### src/hw/rtl/ppx_pkg.sv
// Shared types and constants for the palette pixel expander strip.
package ppx_pkg;

  localparam int PALETTE_BYTES = 768;
  localparam int PAL_ENTRIES   = 256;
  localparam int CHANNELS      = 3;
  localparam int COLOR_BITS    = 6;
  localparam int ADDR_BITS     = 10;
  localparam int INDEX_BITS    = 8;
  localparam int CFG_DATA_BITS = 10;
  localparam int HEIGHT_LIMIT  = 512;
  localparam int HEIGHT_BITS   = 10;
  localparam int ROW_BITS      = 9;
  localparam int COUNT_BITS    = 4;
  localparam int OFFSET_BITS   = 23;
  localparam int PIX_POS_BITS  = OFFSET_BITS - 2;

  // floor(addr / 3) == (addr * 683) >> 11 for every addr below 768
  localparam int RECIP3_MUL    = 683;
  localparam int RECIP3_SHIFT  = 11;

  localparam logic [7:0] ALPHA_FULL = 8'hff;

  typedef enum logic {
    CMD_LOAD  = 1'b0,
    CMD_PIXEL = 1'b1
  } cmd_t;

  typedef enum logic [1:0] {
    REG_WIDTH  = 2'd0,
    REG_HEIGHT = 2'd1,
    REG_COUNT  = 2'd2
  } reg_idx_t;

  typedef enum logic [1:0] {
    CH_RED   = 2'd0,
    CH_GREEN = 2'd1,
    CH_BLUE  = 2'd2
  } chan_t;

  typedef struct packed {
    logic                  en;
    logic [ADDR_BITS-1:0]  addr;
    logic [COLOR_BITS-1:0] data;
  } pal_wr_t;

endpackage

### src/hw/rtl/ppx_raster.sv
// Column/row/image counters, register clamping and offset partial products.
module ppx_raster #(
  parameter int MAX_IMAGE_WIDTH = 512,
  parameter int MAX_IMAGE_COUNT = 8,
  parameter int WW  = $clog2(MAX_IMAGE_WIDTH + 1),
  parameter int CW  = (MAX_IMAGE_WIDTH > 1) ? $clog2(MAX_IMAGE_WIDTH) : 1,
  parameter int NNW = $clog2(MAX_IMAGE_COUNT + 1),
  parameter int NW  = (MAX_IMAGE_COUNT > 1) ? $clog2(MAX_IMAGE_COUNT) : 1
) (
  input  logic                                  clk,
  input  logic                                  rst,
  input  logic [ppx_pkg::CFG_DATA_BITS-1:0]     cfg_width,
  input  logic [ppx_pkg::CFG_DATA_BITS-1:0]     cfg_height,
  input  logic [ppx_pkg::COUNT_BITS-1:0]        cfg_images,
  input  logic                                  step,
  output logic [WW-1:0]                         w,
  output logic [NW+WW-1:0]                      img_w,
  output logic [ppx_pkg::ROW_BITS+NNW-1:0]      row_n,
  output logic [CW-1:0]                         col,
  output logic                                  last
);
  import ppx_pkg::*;

  logic [HEIGHT_BITS-1:0] h;
  logic [NNW-1:0]         n;
  logic [ROW_BITS-1:0]    row;
  logic [NW-1:0]          img;
  logic [WW-1:0]          col_inc;
  logic [HEIGHT_BITS-1:0] row_inc;
  logic [NNW-1:0]         img_inc;
  logic                   col_wrap;
  logic                   row_wrap;
  logic                   img_wrap;

  // Zero reads as one, oversize reads as the limit
  always_comb begin
    if (cfg_width == '0) begin
      w = WW'(1);
    end else if (int'(cfg_width) > MAX_IMAGE_WIDTH) begin
      w = WW'(MAX_IMAGE_WIDTH);
    end else begin
      w = WW'(cfg_width);
    end

    if (cfg_height == '0) begin
      h = HEIGHT_BITS'(1);
    end else if (int'(cfg_height) > HEIGHT_LIMIT) begin
      h = HEIGHT_BITS'(HEIGHT_LIMIT);
    end else begin
      h = cfg_height;
    end

    if (cfg_images == '0) begin
      n = NNW'(1);
    end else if (int'(cfg_images) > MAX_IMAGE_COUNT) begin
      n = NNW'(MAX_IMAGE_COUNT);
    end else begin
      n = NNW'(cfg_images);
    end
  end

  always_comb begin
    col_inc  = WW'(col) + WW'(1);
    row_inc  = HEIGHT_BITS'(row) + HEIGHT_BITS'(1);
    img_inc  = NNW'(img) + NNW'(1);
    col_wrap = col_inc >= w;
    row_wrap = row_inc >= h;
    img_wrap = img_inc >= n;
    last     = col_wrap && row_wrap && img_wrap;
    img_w    = img * w;
    row_n    = row * n;
  end

  always_ff @(posedge clk) begin
    if (rst) begin
      col <= '0;
      row <= '0;
      img <= '0;
    end else if (step) begin
      if (col_wrap) begin
        col <= '0;
        if (row_wrap) begin
          row <= '0;
          if (img_wrap) begin
            img <= '0;
          end else begin
            img <= NW'(img_inc);
          end
        end else begin
          row <= ROW_BITS'(row_inc);
        end
      end else begin
        col <= CW'(col_inc);
      end
    end
  end

endmodule

### config.mk
export PLATFORM = sky130hd
export DESIGN_NAME = ppx_raster
export DESIGN_NICKNAME = d
export VERILOG_FILES = /design/src/hw/rtl/ppx_pkg.sv /design/src/hw/rtl/ppx_raster.sv
export SDC_FILE = /design/constraint.sdc
export NUM_CORES = 1
export LEC_CHECK = 0
export BUFFER_PORTS_ARGS = -buffer_cell sky130_fd_sc_hd__buf_2
export CAP_MARGIN = 20
export CORE_MARGIN = 4
export CORE_UTILIZATION = 50
export CTS_BUF_LIST = sky130_fd_sc_hd__clkbuf_2 sky130_fd_sc_hd__clkbuf_4 sky130_fd_sc_hd__clkbuf_8
export CTS_CLUSTER_DIAMETER = 60
export DETAILED_ROUTE_END_ITERATION = 8
export GPL_ROUTABILITY_DRIVEN = 1
export PLACE_DENSITY = 0.76
export SLEW_MARGIN = 25
export SYNTH_ARGS = -nofsm -noshare
export SYNTH_HDL_FRONTEND = slang
export SYNTH_SLANG_ARGS = --single-unit
### constraint.sdc
create_clock -name clk -period 3.8 [get_ports clk]
set_clock_uncertainty 0.05 [all_clocks]
set_input_delay 0.19 -clock clk [delete_from_list [all_inputs] [get_ports clk]]
set_output_delay 0.19 -clock clk [all_outputs]
set_load 0.005 [all_outputs]
==> results.cfg, run 1 <==
[setup_path]
endpoint_kind = output port
crit_path_cell_trace = buf_4, nor4_4, nand2_1, o21ai_2, and2_4, nand2_4, fa_1, inv_2, ha_4, a21oi_2, nor2b_2, o31a_1, or4_4, a2111o_1, o211ai_2, buf_2
slowest_stage = fa_1
worstRegToRegCells = 12
critPathMaxFanout = 4
crit_family = simple AND/OR/NAND/NOR gates
reg2reg_from = row[1]$_SDFFE_PP0P_
crit_path_max_incr_delay_ps = 570
crit_path_start_kind = input pin
crit_type = input pin to output port
critical_path_arrival_ps = 3600
r2r_setup_slack_ps = 400
reg2reg_to = row[3]$_SDFFE_PP0P_
crit_buf_inv = 3
required_ps = 3560

[job]
max-cap-violations = 0

[sta]
setup_ws_ps = -41.06
final_min_period_over_clock_period = 1.011
slew_viol_final = 0
rsz0062_at_grt = yes
max_freq_ghz = 0.2603
slew_headroom = 0.5164
fin_crit_ps = 3841
final-setup-viol-count = 1
worstMarginPinSlew_ps = 707.1
hold_viol_final = 0

[yosys]
syn-num-nets = 608
netlist_instances = 503
synthFlopType = dfxtp_1
synth_edf_count = 0
synth_seq_cells = 21
synthesis.area_um2 = 3860
ys_seq_area_frac = 0.1089
syn-mean-instance-area_um2 = 7.674
yosys_warnings = 0
synth_cell_types = 63
async_reset_ff_frac = 0

[global_route]
grt_pass1_vias = 3625
overflow = 0
grt_pass1_wl_um = 16150
grt_max_degree = 20
grt_antenna_before_repair = 0
grt_use_total = 0.2103

[power]
powerDensity_nw_per_um2 = 111.6
ir_worst_vdd_uv = 148.0
p_leak_uw = 0.002439
totalPowerFinal_uw = 531.9

[finish]
fin_nets = 703
drive_gt1_frac = 0.2814
fillers = 635
area_delta_synth_final_pct = 23.50
final_util = 0.6469
fin_area_um2 = 4767
fin_cells = 696
antenna_cells = 0

[detailed_routing]
wire_per_inst_um = 14.28
drt-total-wl_um = 9939
first_pass_iters = 4
drc = 0
num_vias = 3835
drtIter0Drc = 151
viasPerCell = 5.510
drtAntennaViolNets = 0

[worst_hold_path]
min_to = col[1]$_SDFFE_PP0P_
worstHoldPathCells = 3
hp-start = step
min_path_type = input pin to flop

[floorplanning]
dieHeight_um = 95.86
ios = 73
core_area_um2 = 7370
start_util = 0.5238
rows = 31
die_w_um = 95.86
dieArea_um2 = 9189

[cts]
cts_tree = done
holdBufCountCts = 0
cts.root.buffer_cell = clkbuf_8
cts.htree.levels = 1
numCtsBuffers = 3
cts_buffer_depth = 2
clk_latency_ps = 260
clkTransAtPathRegs_ps = 80
cts_sinks = 21

[outcome]
violations = negative setup slack
status = finished, violations left

[placed_design]
hpwlAfterDp_um = 7674
port_buffers = 72
place_area_um2 = 4442
dp_cells = 682
gp_congestion = 0.8845
dp_slack_ps = -424.0
cells in the mapped netlist (all sizes together) (3+ instances only):
master   number  area, um^2
ha           55       688.2
o21a          6       45.04
nand3        23       115.1
inv          54       202.7
nor2         31       116.4
fa           23       460.4
a31o          3       26.28
xor2         12       105.1
buf           4       26.27
a32oi         3       26.28
a21oi        21       108.9
nand2        77       289.0
a2111oi       3       38.79
nor2b        14       87.58
o31ai         8       60.06
and2         23       143.9
or4           5       41.29
clkbuf       17       93.84
nand4         3       18.77
o21ai        12       63.81
o21bai        3       26.27
nor4          6       37.54
nor3         11       60.06
nand2b        5       46.30
xnor2        16       140.1
dfxtp        21       420.4
and3          8       50.05
o211ai        5       42.54
what timing repair did:
action / in CTS / in global routing
gates resized for setup: 19 / 37
buffers inserted: 2 / 8
endpoints found under the hold margin: 0 / 0
setup endpoints to repair: 6 / 6
pin swaps: 12 / 22
worst max path at each step:
stage                 startpoint        end  slack, ps  depth (start not counted)
floorplan           cfg_width[1]  img_w[11]        100                         15
global route        cfg_width[6]  img_w[10]       -160                         18
CTS                 cfg_width[8]  img_w[11]          9                         16
global placement    cfg_width[1]  img_w[11]       -210                         16
finish              cfg_width[6]  img_w[11]        -40                         16
detailed placement  cfg_width[1]  img_w[11]       -420                         16
routing by layer:
metal	share of wire	track usage
met1	0.44	0.2901
met2	0.51	0.3700
met3	0.033	0.01095
met4	0.017	0.03199
met5	0	0
logic make-up after synthesis:
logic type / synth area share
AOI/OAI and AO/OA: 0.1650
DFF: 0.1089
and+or+nand+nor: 0.2765
muxes: 0.002917
buffers and inverters: 0.08557
adders and majority gates: 0.2976
xor gates and xnor gates: 0.06353
cell usage in the layout (no fill, tap or decap), types with 4 or more instances in the layout:
cell      instances
ha_4              4
o21ai_2           4
xor2_1           12
nand3_1          23
nand2_1          71
or4_1             4
buf_4            38
ha_1             50
and2_1           20
buf_2            68
fa_1             22
nor2_1           31
nor4_1            4
nor2b_1          12
dfxtp_1          17
o31ai_1           7
a21oi_2           4
o211ai_1          4
o21a_1            6
o21ai_0           7
a21oi_1          17
and3_1            8
xnor2_1          16
buf_6             5
inv_1            51
nand2_2           5
nor3_1           10
registers in the layout (all words and copies together) (netlist names):
signal / count
col: 9
row: 9
img: 3
final cells by class:
| type | instances | area [um^2] | share of cell area |
|---|---|---|---|
| multi-input combinational | 405 | 3272 | 0.6864 |
| sequential | 21 | 430.4 | 0.09029 |
| inverter | 56 | 210.2 | 0.04409 |
| tap | 99 | 123.9 | 0.02598 |
| clock buffer | 4 | 48.80 | 0.01024 |
| timing repair buffer | 111 | 681.9 | 0.1430 |
power by group:
part,switching [uW],internal [uW]
Combinational,84.1,65.0
Sequential,3.97,222
Clock,75.2,81.9
Total,163,369
through the flow:
step | hold WS (ps) | TNS [ps]
after global routing | 250.0 | -480.4
final | 240.0 | -41.06
after detailed placement | 439.3 | -1304
after floorplan | 334.7 | 0
after CTS | 228.8 | 0
after global placement | 436.4 | -472.8
worst register-to-register path, stage by stage (launching register included):
cell and delay [ps]:
dfxtp_1 350, buf_4 140, ha_1 230, nand3_1 130, nor2_1 250, nand3_1 130
xnor2_1 240, ha_1 290, and4_1 260, a221o_1 410, a31oi_4 370, nand3_1 210
o31ai_1 260
No activity file was read; power rests on OpenSTA's default activity.
==> run 2: changes to the inputs <==
- PLACE_DENSITY: 0.76 -> 0.81
==> results.cfg, run 2 (synthesis gave the netlist of run 1 again) <==
[floorplanning]
dieArea_um2 = 9189
dieHeight_um = 95.86
start_util = 0.5238
ios = 73
rows = 31
core_area_um2 = 7370
die_w_um = 95.86

[cts]
clk_latency_ps = 260
holdBufCountCts = 0
cts.root.buffer_cell = clkbuf_8
cts_sinks = 21
clkTransAtPathRegs_ps = 90
cts_buffer_depth = 2
cts.htree.levels = 1
numCtsBuffers = 3
cts_tree = done

[detailed_routing]
first_pass_iters = 4
drc = 0
num_vias = 3926
drtAntennaViolNets = 0
wire_per_inst_um = 15.16
viasPerCell = 5.577
drt-total-wl_um = 10680
drtIter0Drc = 168

[sta]
worstMarginPinSlew_ps = 538.2
holdWs_ps = 243.0
fin_crit_ps = 3931
max_freq_ghz = 0.2544
rsz0062_at_grt = yes
slew_headroom = 0.6319
slew_viol_final = 0
setup_tns_ps = -226.7
hold_viol_final = 0
final-setup-viol-count = 3
final_min_period_over_clock_period = 1.034
setup_ws_ps = -130.7

[global_route]
grt_max_degree = 20
overflow = 0
grt_pass1_vias = 3906
grt_pass1_wl_um = 16980
grt_antenna_before_repair = 0
grt_use_total = 0.2235

[outcome]
violations = negative setup slack
status = finished, violations left

[placed_design]
place_area_um2 = 4442
gp_congestion = 0.8941
port_buffers = 72
dp_cells = 682
hpwlAfterDp_um = 7965

[finish]
top_regs = col (9), row (9), img (3)
fin_nets = 711
drive_gt1_frac = 0.2843
antenna_cells = 0
area_delta_synth_final_pct = 25.48
final_cell_mix = 72 x nand2_1, 70 x buf_2, 51 x inv_1
final_common_cell = nand2_1
fin_area_um2 = 4843
fin_cells = 704

[setup_path]
critPathMaxFanout = 4
required_ps = 3560
crit_path_start_kind = input pin
critical_path_arrival_ps = 3690
endpoint_kind = output port
crit_type = input pin to output port

[power]
ir_worst_vdd_uv = 132.3
totalPowerFinal_uw = 529.8
powerDensity_nw_per_um2 = 109.4
p_leak_uw = 0.002495

[worst_hold_path]
min_path_type = input pin to flop

[job]
max-cap-violations = 0
-- run 2: changes by cell type in the layout (fill, tap and decap cells not counted), moves of 2 or more --
cell,change
buf_4,+6
o21ai_2,-3
a21oi_2,-2
buf_2,+2
buf_6,-2
fa_1,-2
fa_2,+2
nor2b_2,-2
o21ai_1,+2
-- run 2: worst max-delay path, stage by stage --
cell and delay (ps):
buf_8 110, nor4_4 330, nand2_1 140, o21ai_4 180, and2_4 220, nand2_2 70, fa_1 420, inv_1 70
ha_2 220, inv_2 50, fa_2 380, nor2b_1 130, o21ai_1 100, a21boi_1 230, o21ai_1 150, a211oi_2 350
a41o_1 230, buf_2 110
-- run 2: layout make-up --
cell class                      instances  area [um^2]
Multi-Input combinational cell        405         3292
Fill cell                             618         2526
Timing Repair Buffer                  119        742.0
Sequential cell                        21        429.2
Inverter                               56        210.2
Tap cell                               99        123.9
Clock buffer                            3        41.29
Clock inverter                          1        5.005
-- run 2: repair_timing --
action | CTS | global route
resized for setup | 20 | 34
pin swaps | 11 | 21
setup buffers | 7 | 11
endpoints found under the hold margin | 0 | 0
setup endpoints to repair | 7 | 9
-- run 2: through the flow --
stage / util / setup slack, ps
CTS: 0.6290 / -25.37
global route: 0.6572 / -294.3
global placement: 0.6027 / -230.6
detailed placement: 0.6027 / -445.3
floorplan: - / 98.78
finish: 0.6572 / -130.7
-- run 2: layer usage --
metal	vias to the layer above	GRT usage	wire [um]
li1	1925	-	-
met1	1860	0.2764	4482
met2	120	0.4186	5522
met3	21	0.01251	415
met4	0	0.05806	256
met5	-	0	0
-- run 2: worst paths after layout --
path | from | end | slack [ps] | depth (start not counted)
max | cfg_width[1] | img_w[12] | -130 | 18
max reg2reg | row[1]$_SDFFE_PP0P_ | row[4]$_SDFFE_PP0P_ | 430 | 12
min reg2reg | col[1]$_SDFFE_PP0P_ | col[1]$_SDFFE_PP0P_ | 460 | 2
min | step | col[8]$_SDFFE_PP0P_ | 240 | 3
-- run 2: where the power goes --
group | internal [uW] | switching [uW]
Sequential | 222 | 4.33
Combinational | 65.1 | 86.6
Clock | 73.1 | 79.0
Total | 360 | 170
